## config.mk

```make
export PLATFORM = sky130hd
export DESIGN_NAME = avcc_to_annexb_converter
export DESIGN_NICKNAME = d
export VERILOG_FILES = /design/src/hdl/avcc_pkg.sv /design/src/hdl/avcc_step.sv /design/src/hdl/avcc_rbuf.sv /design/src/hdl/avcc_to_annexb_converter.sv
export SDC_FILE = /design/constraint.sdc
export NUM_CORES = 2
export LEC_CHECK = 0
export ABC_AREA = 1
export BUFFER_PORTS_ARGS = -buffer_cell sky130_fd_sc_hd__buf_2
export CELL_PAD_IN_SITES_DETAIL_PLACEMENT = 0
export CELL_PAD_IN_SITES_GLOBAL_PLACEMENT = 1
export CORE_MARGIN = 2
export CORE_UTILIZATION = 49
export DETAILED_ROUTE_END_ITERATION = 8
export HOLD_SLACK_MARGIN = 0.02
export PLACE_DENSITY = 0.88
export RECOVER_POWER = 100
export SYNTH_ARGS = -nofsm -noshare
export SYNTH_HDL_FRONTEND = slang
export SYNTH_SLANG_ARGS = --single-unit
```

## constraint.sdc

```tcl
create_clock -name aclk -period 10.1 [get_ports aclk]
set_input_delay 0.505 -clock aclk [delete_from_list [all_inputs] [get_ports aclk]]
set_output_delay 0.505 -clock aclk [all_outputs]
set_load 0.02 [all_outputs]
```

## src/hdl/avcc_pkg.sv

```systemverilog
package avcc_pkg;

    typedef struct packed {
        logic [7:0]  in_byte;
        logic [19:0] packet_size;
        logic        packet_last;
    } in_beat_t;

    typedef struct packed {
        logic [7:0]  out_byte;
        logic        out_valid;
        logic        packet_end;
        logic [18:0] out_length;
        logic [1:0]  status;
    } out_beat_t;

    localparam int unsigned MAX_OUT_BYTES    = 262144;
    localparam int unsigned MAX_PACKET_BYTES = 1048576;

    localparam int unsigned MAX_RESULTS = 5;
    localparam int unsigned RBUF_DEPTH  = 8;

    localparam logic [18:0] CAP_RESET = 19'd262144;

    localparam logic [1:0] STATUS_OK    = 2'd0;
    localparam logic [1:0] STATUS_EMPTY = 2'd1;
    localparam logic [1:0] STATUS_SHORT = 2'd2;

    localparam logic [7:0] SC_ZERO = 8'h00;
    localparam logic [7:0] SC_ONE  = 8'h01;

    typedef logic [2:0] rnum_t;

    typedef struct packed {
        rnum_t                          num;
        out_beat_t [MAX_RESULTS-1:0]    beat;
    } result_set_t;

endpackage

```

## src/hdl/avcc_step.sv

```systemverilog
module avcc_step (
    input  logic                  aclk,
    input  logic                  aresetn,
    input  logic                  s_valid,
    output logic                  s_ready,
    input  avcc_pkg::in_beat_t    s_data,
    input  logic                  cfg_wr_en,
    input  logic [18:0]           cfg_wr_data,
    input  logic                  rbuf_room,
    output logic                  push,
    output avcc_pkg::result_set_t push_set
);
    import avcc_pkg::*;

    localparam logic [2:0] PH_HEADER = 3'd0;
    localparam logic [2:0] PH_PASS   = 3'd1;
    localparam logic [2:0] PH_LEN    = 3'd2;
    localparam logic [2:0] PH_BODY   = 3'd3;
    localparam logic [2:0] PH_STOP   = 3'd4;

    localparam logic [24:0] MAXP = 25'(MAX_PACKET_BYTES);
    localparam logic [20:0] MAXO = 21'(MAX_OUT_BYTES);

    logic            in_valid_reg;
    in_beat_t        in_data_reg;
    logic [18:0]     cap_cfg_reg;
    logic [2:0]      phase_reg, phase_next;
    logic [2:0][7:0] hdr_reg, hdr_next;
    logic [19:0]     in_offset_reg, in_offset_next;
    logic [18:0]     out_count_reg, out_count_next;
    logic [31:0]     len_accum_reg, len_accum_next;
    logic [1:0]      len_cnt_reg, len_cnt_next;
    logic [19:0]     unit_rem_reg, unit_rem_next;

    logic                        step_en;
    logic [19:0]                 size_eff;
    logic [18:0]                 cap_eff;
    logic [7:0]                  b;
    logic [19:0]                 offset_inc;
    logic [31:0]                 su_nal;
    logic                        su_fail;
    logic [18:0]                 su_cnt3;
    logic                        annexb;
    logic                        emit;
    logic [18:0]                 cnt_after;
    logic [19:0]                 rem_dec;
    logic [2:0]                  nb;
    logic [MAX_RESULTS-1:0][7:0] bytes;
    logic [1:0]                  end_status;

    function automatic logic nl_ok(input logic [19:0] o, input logic [18:0] c,
                                   input logic [19:0] sz, input logic [18:0] cp);
        nl_ok = (({1'b0, o} + 21'd4) < {1'b0, sz}) && (({1'b0, c} + 20'd3) < {1'b0, cp});
    endfunction

    assign step_en = in_valid_reg && rbuf_room;
    assign s_ready = !in_valid_reg || rbuf_room;
    assign push    = step_en;

    assign size_eff = ({5'd0, in_data_reg.packet_size} > MAXP) ? MAXP[19:0]
                                                                : in_data_reg.packet_size;
    assign cap_eff  = ({2'd0, cap_cfg_reg} > MAXO) ? MAXO[18:0] : cap_cfg_reg;

    assign b          = in_data_reg.in_byte;
    assign offset_inc = in_offset_reg + 20'd1;
    assign su_nal     = (phase_reg == PH_HEADER) ? {hdr_reg[0], hdr_reg[1], hdr_reg[2], b}
                                                 : {len_accum_reg[23:0], b};
    assign su_fail    = (({13'd0, offset_inc} + {1'b0, su_nal}) > {13'd0, size_eff}) ||
                        (({14'd0, out_count_reg} + 33'd3 + {1'b0, su_nal}) >
                         {14'd0, cap_eff});
    assign su_cnt3    = out_count_reg + 19'd3;
    assign annexb     = (hdr_reg[0] == SC_ZERO) && (hdr_reg[1] == SC_ZERO) &&
                        ((hdr_reg[2] == SC_ONE) ||
                         ((hdr_reg[2] == SC_ZERO) && (b == SC_ONE)));
    assign emit       = out_count_reg < cap_eff;
    assign cnt_after  = out_count_reg + {18'd0, emit};
    assign rem_dec    = unit_rem_reg - 20'd1;

    always_comb begin
        phase_next     = phase_reg;
        hdr_next       = hdr_reg;
        in_offset_next = in_offset_reg;
        out_count_next = out_count_reg;
        len_accum_next = len_accum_reg;
        len_cnt_next   = len_cnt_reg;
        unit_rem_next  = unit_rem_reg;
        nb             = 3'd0;
        bytes          = '0;

        if (in_offset_reg < size_eff) begin
            in_offset_next = offset_inc;
            case (phase_reg)
                PH_HEADER: begin
                    case (in_offset_reg[1:0])
                        2'd0: hdr_next[0] = b;
                        2'd1: hdr_next[1] = b;
                        2'd2: hdr_next[2] = b;
                        default: begin
                            if (annexb) begin
                                phase_next = PH_PASS;
                                bytes[0]   = hdr_reg[0];
                                bytes[1]   = hdr_reg[1];
                                bytes[2]   = hdr_reg[2];
                                bytes[3]   = b;
                                nb = (cap_eff >= 19'd4) ? 3'd4 : cap_eff[2:0];
                                out_count_next = {16'd0, nb};
                            end else begin
                                len_accum_next = su_nal;
                                if (size_eff > 20'd4 && cap_eff > 19'd3 && !su_fail) begin
                                    nb             = 3'd3;
                                    bytes[2]       = SC_ONE;
                                    out_count_next = su_cnt3;
                                    unit_rem_next  = su_nal[19:0];
                                    if (su_nal == 32'd0) begin
                                        phase_next = nl_ok(offset_inc, su_cnt3, size_eff,
                                                           cap_eff) ? PH_LEN : PH_STOP;
                                        len_accum_next = '0;
                                        len_cnt_next   = '0;
                                    end else begin
                                        phase_next = PH_BODY;
                                    end
                                end else begin
                                    phase_next = PH_STOP;
                                end
                            end
                        end
                    endcase
                end
                PH_PASS: begin
                    if (emit) begin
                        nb             = 3'd1;
                        bytes[0]       = b;
                        out_count_next = cnt_after;
                    end
                end
                PH_LEN: begin
                    len_accum_next = {len_accum_reg[23:0], b};
                    len_cnt_next   = len_cnt_reg + 2'd1;
                    if (len_cnt_reg == 2'd3) begin
                        len_cnt_next = '0;
                        if (!su_fail) begin
                            nb             = 3'd3;
                            bytes[2]       = SC_ONE;
                            out_count_next = su_cnt3;
                            unit_rem_next  = su_nal[19:0];
                            if (su_nal == 32'd0) begin
                                phase_next = nl_ok(offset_inc, su_cnt3, size_eff, cap_eff)
                                             ? PH_LEN : PH_STOP;
                                len_accum_next = '0;
                            end else begin
                                phase_next = PH_BODY;
                            end
                        end else begin
                            phase_next = PH_STOP;
                        end
                    end
                end
                PH_BODY: begin
                    if (emit) begin
                        nb       = 3'd1;
                        bytes[0] = b;
                    end
                    out_count_next = cnt_after;
                    unit_rem_next  = rem_dec;
                    if (rem_dec == 20'd0) begin
                        phase_next = nl_ok(offset_inc, cnt_after, size_eff, cap_eff)
                                     ? PH_LEN : PH_STOP;
                        len_accum_next = '0;
                        len_cnt_next   = '0;
                    end
                end
                default: begin
                end
            endcase
        end

        if (out_count_next == 19'd0) begin
            end_status = STATUS_EMPTY;
        end else if (out_count_next < 19'd5) begin
            end_status = STATUS_SHORT;
        end else begin
            end_status = STATUS_OK;
        end

        push_set.num = nb + {2'd0, in_data_reg.packet_last};
        for (int k = 0; k < MAX_RESULTS; k++) begin
            push_set.beat[k] = '0;
            if (3'(k) < nb) begin
                push_set.beat[k].out_byte  = bytes[k];
                push_set.beat[k].out_valid = 1'b1;
            end else if (3'(k) == nb && in_data_reg.packet_last) begin
                push_set.beat[k].packet_end = 1'b1;
                push_set.beat[k].out_length = out_count_next;
                push_set.beat[k].status     = end_status;
            end
        end

        if (in_data_reg.packet_last) begin
            phase_next     = PH_HEADER;
            hdr_next       = '0;
            in_offset_next = '0;
            out_count_next = '0;
            len_accum_next = '0;
            len_cnt_next   = '0;
            unit_rem_next  = '0;
        end
    end

    always_ff @(posedge aclk) begin
        if (!aresetn) begin
            in_valid_reg  <= 1'b0;
            cap_cfg_reg   <= CAP_RESET;
            phase_reg     <= PH_HEADER;
            hdr_reg       <= '0;
            in_offset_reg <= '0;
            out_count_reg <= '0;
            len_accum_reg <= '0;
            len_cnt_reg   <= '0;
            unit_rem_reg  <= '0;
        end else begin
            if (cfg_wr_en) begin
                cap_cfg_reg <= cfg_wr_data;
            end
            if (s_valid && s_ready) begin
                in_valid_reg <= 1'b1;
            end else if (step_en) begin
                in_valid_reg <= 1'b0;
            end
            if (step_en) begin
                phase_reg     <= phase_next;
                hdr_reg       <= hdr_next;
                in_offset_reg <= in_offset_next;
                out_count_reg <= out_count_next;
                len_accum_reg <= len_accum_next;
                len_cnt_reg   <= len_cnt_next;
                unit_rem_reg  <= unit_rem_next;
            end
        end
    end

    always_ff @(posedge aclk) begin
        if (s_valid && s_ready) begin
            in_data_reg <= s_data;
        end
    end

`ifndef SYNTHESIS
    a_header_no_output: assert property (@(posedge aclk) disable iff (!aresetn)
        (phase_reg == PH_HEADER) |-> (out_count_reg == 19'd0))
        else $error("output counted before format decided");

    a_body_has_bytes: assert property (@(posedge aclk) disable iff (!aresetn)
        (phase_reg == PH_BODY) |-> (unit_rem_reg != 20'd0))
        else $error("unit body with no bytes left");

    a_last_gives_end: assert property (@(posedge aclk) disable iff (!aresetn)
        (step_en && in_data_reg.packet_last) |=> (phase_reg == PH_HEADER &&
                                                  in_offset_reg == 20'd0))
        else $error("packet state not cleared after last beat");
`endif

endmodule

```

## src/hdl/avcc_rbuf.sv

```systemverilog
module avcc_rbuf (
    input  logic                  aclk,
    input  logic                  aresetn,
    input  logic                  push,
    input  avcc_pkg::result_set_t push_set,
    output logic                  rbuf_room,
    output logic                  m_valid,
    input  logic                  m_ready,
    output avcc_pkg::out_beat_t   m_data
);
    import avcc_pkg::*;

    localparam int PW = $clog2(RBUF_DEPTH);
    localparam int CW = $clog2(RBUF_DEPTH + 1);

    out_beat_t [RBUF_DEPTH-1:0] mem_reg;
    logic [PW-1:0]              wr_ptr_reg, rd_ptr_reg;
    logic [CW-1:0]              count_reg, count_next;
    logic [2:0]                 push_num;
    logic                       pop;

    assign push_num  = push ? push_set.num : 3'd0;
    assign pop       = m_valid && m_ready;
    assign m_valid   = count_reg != '0;
    assign m_data    = mem_reg[rd_ptr_reg];
    assign rbuf_room = count_reg <= CW'(RBUF_DEPTH - MAX_RESULTS);
    assign count_next = count_reg + CW'(push_num) - CW'(pop);

    always_ff @(posedge aclk) begin
        if (!aresetn) begin
            wr_ptr_reg <= '0;
            rd_ptr_reg <= '0;
            count_reg  <= '0;
        end else begin
            wr_ptr_reg <= wr_ptr_reg + PW'(push_num);
            rd_ptr_reg <= rd_ptr_reg + PW'(pop);
            count_reg  <= count_next;
        end
    end

    always_ff @(posedge aclk) begin
        for (int k = 0; k < MAX_RESULTS; k++) begin
            if (3'(k) < push_num) begin
                mem_reg[wr_ptr_reg + PW'(k)] <= push_set.beat[k];
            end
        end
    end

`ifndef SYNTHESIS
    a_count_bound: assert property (@(posedge aclk) disable iff (!aresetn)
        count_reg <= CW'(RBUF_DEPTH))
        else $error("result queue count out of range");

    a_no_overflow: assert property (@(posedge aclk) disable iff (!aresetn)
        (push_num != 3'd0) |-> ({1'b0, count_reg} + (CW+1)'(push_num) <=
                                (CW+1)'(RBUF_DEPTH)))
        else $error("result queue overflow");

    a_hold_until_taken: assert property (@(posedge aclk) disable iff (!aresetn)
        (m_valid && !m_ready) |=> (m_valid && $stable(m_data)))
        else $error("result beat changed while waiting");
`endif

endmodule

```

## src/hdl/avcc_to_annexb_converter.sv

```systemverilog
// An accepted beat is registered, then its results are queued for m_.
// Throughput: one input beat per cycle while the result queue has room.
// A beat making several results (start code, header flush) is absorbed by an
// 8-entry result queue; a held beat waits while fewer than five entries are free.
// Reset (aresetn, synchronous, active low) clears all packet state and the
// queue and returns out_capacity to 262144.
module avcc_to_annexb_converter (
    input  logic                aclk,
    input  logic                aresetn,
    input  logic                s_valid,
    output logic                s_ready,
    input  avcc_pkg::in_beat_t  s_data,
    output logic                m_valid,
    input  logic                m_ready,
    output avcc_pkg::out_beat_t m_data,
    input  logic                cfg_wr_en,
    input  logic [18:0]         cfg_wr_data
);
    import avcc_pkg::*;

    logic        rbuf_room;
    logic        push;
    result_set_t push_set;

    avcc_step u_step (
        .aclk        (aclk),
        .aresetn     (aresetn),
        .s_valid     (s_valid),
        .s_ready     (s_ready),
        .s_data      (s_data),
        .cfg_wr_en   (cfg_wr_en),
        .cfg_wr_data (cfg_wr_data),
        .rbuf_room   (rbuf_room),
        .push        (push),
        .push_set    (push_set)
    );

    avcc_rbuf u_rbuf (
        .aclk      (aclk),
        .aresetn   (aresetn),
        .push      (push),
        .push_set  (push_set),
        .rbuf_room (rbuf_room),
        .m_valid   (m_valid),
        .m_ready   (m_ready),
        .m_data    (m_data)
    );

endmodule

```

* Word level (Yosys, flattened, before mapping)
Index checks and enable logic that the tools add are counted.
** Operators by class
- $add $sub $neg :: 20
- Order comparisons :: 34
- Equality and inequality tests :: 19
- Multiplexer cells :: 123
- Reductions and logical operators :: 52
** Operators with widths (number)
- $bwmux W248 :: 5
- $mux W248 :: 5
- $demux W31 S3 :: 5
- $mux W24 :: 13
- $mux W22 :: 10
- $mux W31 :: 6
- $mux W20 :: 9
- $mux W19 :: 9
- $mux W32 :: 3
- $bmux W31 S3 :: 1
- $pmux W19 S4 :: 1
- $mux W8 :: 9
- $pmux W24 S3 :: 1
- $add A20 B32 Y33 :: 2
- $add A19 B2 Y20 const B :: 3
- $pmux W20 S3 :: 1
- $mux W3 :: 17
- $lt A20 B19 Y1 :: 2
- $mux W9 :: 4
- $gt A33 B19 Y1 :: 1
- $gt A33 B20 Y1 :: 1
- $logic_not A32 Y1 :: 1
- $pmux W8 S2 :: 2
- $logic_not A8 Y1 :: 3
- other kinds (57) :: 134
** Storage, ports and cells
- Register bits :: 419
- Output and inout port bits :: 33

* Logic depth before layout (Yosys ltp)
- Depth after elaboration :: 27
- Gate-level depth with buffers :: 57
- Mapped depth without buffers :: 57

* Modules after synthesis
A second synthesis with hierarchy kept.
** Unflattened totals
- Cells, all modules :: 7497
- Area, all modules :: 42070.3 sq um
** By module, submodules not included
- avcc_rbuf :: times used 1, cells an instance 4494, area an instance 23478.8 sq um
- avcc_step :: times used 1, cells an instance 3003, area an instance 18591.6 sq um

* Least setup slack after synthesis
Ideal clock, no wire load.
- Path kind :: register to register
- Start point :: register u_step.phase_reg[2]
- End point :: register u_rbuf.mem_reg[23] (netlist name)
- Library setup time :: 0.116 ns
- Data arrival time :: 6.683 ns
- Path slack :: 3.301 ns
- Stages on the path, launching flop included :: 49
- Clock period less this slack :: 6.799 ns
- Cells stage by stage :: dfxtp_1 > nor2_4 > nand2_2 > buf_6 > clkbuf_1 > clkbuf_1 > nand2_1 > o21ai_0 > ha_1 > ha_1 > nand2_1 > inv_1 > nand2_1 > nand3_1 > a31o_2 > nand3_1 > o211ai_1 > xor2_1 > (+13 left out) > inv_2 > nand2_1 > nand2_1 > inv_1 > ha_1 > ha_1 > inv_1 > a21oi_1 > o21ai_1 > nand2_1 > inv_1 > nor2_1 > clkinv_1 > clkbuf_1 > o21bai_1 > o221ai_1 > o211ai_1 > inv_1
** Between the ends
- Cells in the longest elaborated chain, start to end :: 24
- Elaborated cells between the ends (all ways) :: 55
- Classes of those cells :: 3 x add/sub; 11 x order compare; 3 x eq/ne; 33 x mux; 5 x reduce/logical
** RTL lines
- start: declaration :: RTL line avcc_step.sv:27 : logic [2:0] phase_reg, phase_next;
- start signal: assignment :: RTL line avcc_step.sv:230 : phase_reg <= phase_next;
- $logic_not A3 Y1 :: RTL line avcc_step.sv:66, avcc_step.sv:92
- $mux W32 :: RTL line avcc_step.sv:66 : assign su_nal = (phase_reg == PH_HEADER) ? {hdr_reg[0], hdr_reg[1], hdr_reg[2], b}
- $add A20 B32 Y33, on equally long branches :: RTL line avcc_step.sv:68, avcc_step.sv:69
- $gt A33 B20 Y1 or $gt A33 B19 Y1 (tied branches) :: RTL line avcc_step.sv:68, avcc_step.sv:69
- $logic_or A1 B1 Y1 :: RTL line avcc_step.sv:68 : assign su_fail = (({13'd0, offset_inc} + {1'b0, su_nal}) > {13'd0, size_eff}) ||
- $logic_not A1 Y1 :: RTL line avcc_step.sv:109 : if (size_eff > 20'd4 && cap_eff > 19'd3 && !su_fail) begin
- $logic_and A1 B1 Y1 :: RTL line avcc_step.sv:109
- $mux W2 :: RTL line avcc_step.sv:109
- (+8 left out)
- $bwmux W248 :: RTL line avcc_rbuf.sv:44 : mem_reg[wr_ptr_reg + PW'(k)] <= push_set.beat[k];
- $mux W248 :: RTL line avcc_rbuf.sv:43 : if (3'(k) < push_num) begin
- $bwmux W248 :: RTL line avcc_rbuf.sv:44
- $mux W248 :: RTL line avcc_rbuf.sv:43
- $bwmux W248 :: RTL line avcc_rbuf.sv:44
- $mux W248 :: RTL line avcc_rbuf.sv:43
- $bwmux W248 :: RTL line avcc_rbuf.sv:44
- $mux W248 (*) :: RTL line avcc_rbuf.sv:43
- end signal: indexed assignment :: RTL line avcc_rbuf.sv:44
- end: declaration :: RTL line avcc_rbuf.sv:16 : out_beat_t [RBUF_DEPTH-1:0] mem_reg;
Mark *: on every way between the ends. The rest lies on a longest branch, timed or not.
A chain may end at the register's enable or synchronous reset.

* Final worst setup path
- Start point :: register u_step.phase_reg[2]
- End point :: register u_rbuf.mem_reg[193] (netlist name)
** Between the ends
- Cells in the longest elaborated chain, start to end :: 26
- Elaborated cells between the ends (all ways) :: 69
- Classes of those cells :: 3 x add/sub; 12 x order compare; 7 x eq/ne; 36 x mux; 11 x reduce/logical
** RTL lines (RTL line)
- parallel branches: the longest is 25 deep, another holds $add A20 B32 Y33
- $mux W248 (*) :: avcc_rbuf.sv:43
Mark *: on every way between the ends.

==> impl_results.md <==
- Outcome: complete, but fails checks
- Failing checks: max-capacitance violations, max-slew violations
- Bufs on Longest Clock Path: 3
- Final setup violation count: 0
- Setup slack after layout: 534 ps
- Die Y: 268 µm
- Hold buffers post-CTS: 0
- Post-synthesis simple-gate area fraction: 25.1%
- Syn nets: 5680
- CP max stage cell: o21ai_0
- Post-Synth Adder-Cell Area: 8.28%
- Die area: 71600 µm²
- CTS-repair resized insts: 0
- Synth top area share: 22.9%
- Max reg flops: 248
- Clock slew at reported path FFs: 60 ps
- Unique masters post-synth: 57
- Via density: 6.07
- # Post-CTS Setup Buffers: 0
- Slew Limit Fails: 329
- Post-DR wirelength/cell: 22.0 µm
- Die width: 268 µm
- Worst setup path class: reg -> reg
- Area leader, netlist: dfxtp_1
- Num Clock Sinks: 419
- Async set-reset flop share out of synthesis: 0%
- Hpwl dp: 95300 µm
- Leakage Power: 17.2 nW
- Synthesized area: 34000 µm²
- Total Nets Final: 5611
- Largest net degree at the start of global routing: 86
- Min Tclk post-route: 9570 ps
- Top-count cell post-synth: nand2_1
- Routed via count: 38323
- Clk_skew: 36.9 ps
- Hold Crit Class: in -> reg
- VDD IR max: 0.333 mV
- Core Footprint: 68700 µm²
- CP most frequent cell: nand2_1
- Grt total ovfl: 0
- Area growth from synthesis to final layout: 7.86%
- CP Capture Type: register
- Power density relative to cell area: 156 nW/µm²
- Effective utilization at floorplan: 49.6%
- Initial antenna violation count: 4
- Relative slew slack: -151%
- Post-synthesis compound-gate area fraction: 27.3%
- Worst Path Arrival: 10130 ps
- Sequential area share after synthesis: 25.5%
- Total chip power: 5.74 mW
- Post-DRT Antenna Nets: 0
- Post-synthesis mux area share: 0%
- Avg Cell Area, Syn: 6.30 µm²
- CTS root buffer: clkbuf_16
- WP data required: 10670 ps
- Cells after Synth: 5404
- GRT Total Usage: 37.7%
- TritonCTS clock tree: done
- Unrepaired setup endpoints after global routing: false
- Synth top cells by count: 1135 x nand2_1, 629 x o21ai_0, 601 x inv_1, 585 x a21oi_1, 536 x nor2_1
- Clk Latency, worst-skew pair: 650 ps
- Max Cap Viol: 7
- CP Max Fanout: 31
- Most common flop cell mapped by yosys: dfxtp_1
- Port bufs: 85
- Final hold vios: 0
- Synth warnings: 0
- Dpl ws: 922 ps
- Final Hold Slack: 39.6 ps
- Final TNS setup: 0 ps
- Starting DRT DRC Count: 4846
- Vias in the first global route: 34628
- Num CTS Buffers: 51
- Worst Setup Start Kind: register
- Final WL: 139000 µm
- Slowest cell delay on critical path: 1100 ps
- Rows: 96
- GPL Wtd Cong: 1.02
- Synth Area in XOR/XNOR: 3.52%
- Drc violations: 0
- Synth Register Bits: 419
- CTS H-Tree Depth: 2
- Achievable Freq: 105 MHz
- Largest family of logic cells by synthesized area: compound AO/OA/AOI/OAI gates
- Post-synth EDFFs: 29
- Worst-Margin Slew: 3770 ps
- First-pass GRT wire length: 208000 µm
- Ranking of synthesized cells by area: dfxtp_1 23%, nand2_1 13%, o21ai_0 9.2%
- Fin crit share: 94.7%
- Share of cells above drive strength 1: 5.56%
- I/O pins: 86
- DRT Pass-1 Iters: 8
-- cell usage in the layout, fill, tap and decap left out, types with 11 or more instances in the layout --
cell	n
nand2_1	1139
o21ai_0	646
inv_1	599
a21oi_1	585
nor2_1	533
dfxtp_1	387
ha_1	219
nand3_1	179
o211ai_1	147
xor2_1	113
o221ai_1	63
buf_4	59
clkbuf_1	55
nor3_1	54
buf_2	54
nand4_1	53
a31oi_1	52
clkbuf_16	52
o2111ai_1	44
o22ai_1	33
edfxtp_1	29
nor4_1	25
xnor2_1	24
a211oi_1	24
nand2_2	22
inv_2	19
clkinv_1	15
o21ai_1	14
nor2_2	11
clkbuf_8	11
-- critical path: cells and delay by family, from the launching register on --
family,cells,cell delay (ps)
AOI/OAI and AO/OA,8,2560
xor gates and xnor gates,1,180
adders and majority gates,5,1360
buffers and inverters,8,1800
DFF,1,350
and+or+nand+nor,22,3230
-- logic make-up after synthesis --
logic type	count (synthesis)
buffers and inverters	921
adder cells (fa/ha/maj)	223
AND/OR/NAND/NOR	2057
flip-flops	419
AO/OA/AOI/OAI	1647
XOR/XNOR	137
-- stage by stage --
| stage | util (%) | cell area [µm²] | instances |
|---|---|---|---|
| 6_report | 53.5 | 36700 | 6309 |
| 5_1_grt | 53.4 | 36700 | 6308 |
| 4_1_cts | 53.7 | 36900 | 6308 |
| 3_5_place_dp | 51.2 | 35200 | 6213 |
| 3_3_place_gp | 51.2 | 35200 | 6213 |
| 2_1_floorplan | - | 34000 | 5404 |
-- worst paths after layout --
path / from / to / slack, ps / cells after the start
worst max-delay path: u_step.phase_reg[2]$_SDFFE_PN0P_ / u_rbuf.mem_reg[193]$_DFF_P_ / 530 / 44
worst min-delay path: s_data[9] / u_step.size_eff[8]$_DFFE_PP_ / 40 / 1
worst max register to register: u_step.phase_reg[2]$_SDFFE_PN0P_ / u_rbuf.mem_reg[193]$_DFF_P_ / 530 / 44
worst min register to register: u_step.len_accum_reg[19]$_SDFFE_PN0P_ / u_step.len_accum_reg[19]$_SDFFE_PN0P_ / 470 / 2
-- layout make-up --
| class | count | area, µm² |
|---|---|---|
| Fill cell | 7231 | 32000 |
| Multi-Input combinational cell | 4064 | 21900 |
| Sequential cell | 419 | 8680 |
| Inverter | 635 | 2390 |
| Clock buffer | 72 | 1490 |
| Tap cell | 931 | 1160 |
| Timing Repair Buffer | 164 | 911 |
| Clock inverter | 23 | 236 |
| Antenna cell | 1 | 2.50 |
-- power breakdown --
part,leakage (nW),internal (mW),switching [mW]
Combinational,12.9,0.583,1.32
Sequential,3.45,1.82,0.0863
Clock,0.852,1.09,0.846
Total,17.2,3.49,2.25
-- metal layers --
layer	global-route usage [%]	vias up	part of all wire, %
met5	0	-	0.027
met4	16.2	6	4.8
met3	6.95	419	11
met2	56.6	2143	42
met1	52.6	17630	42
li1	-	18125	-
(Power assumes the default switching activity.)
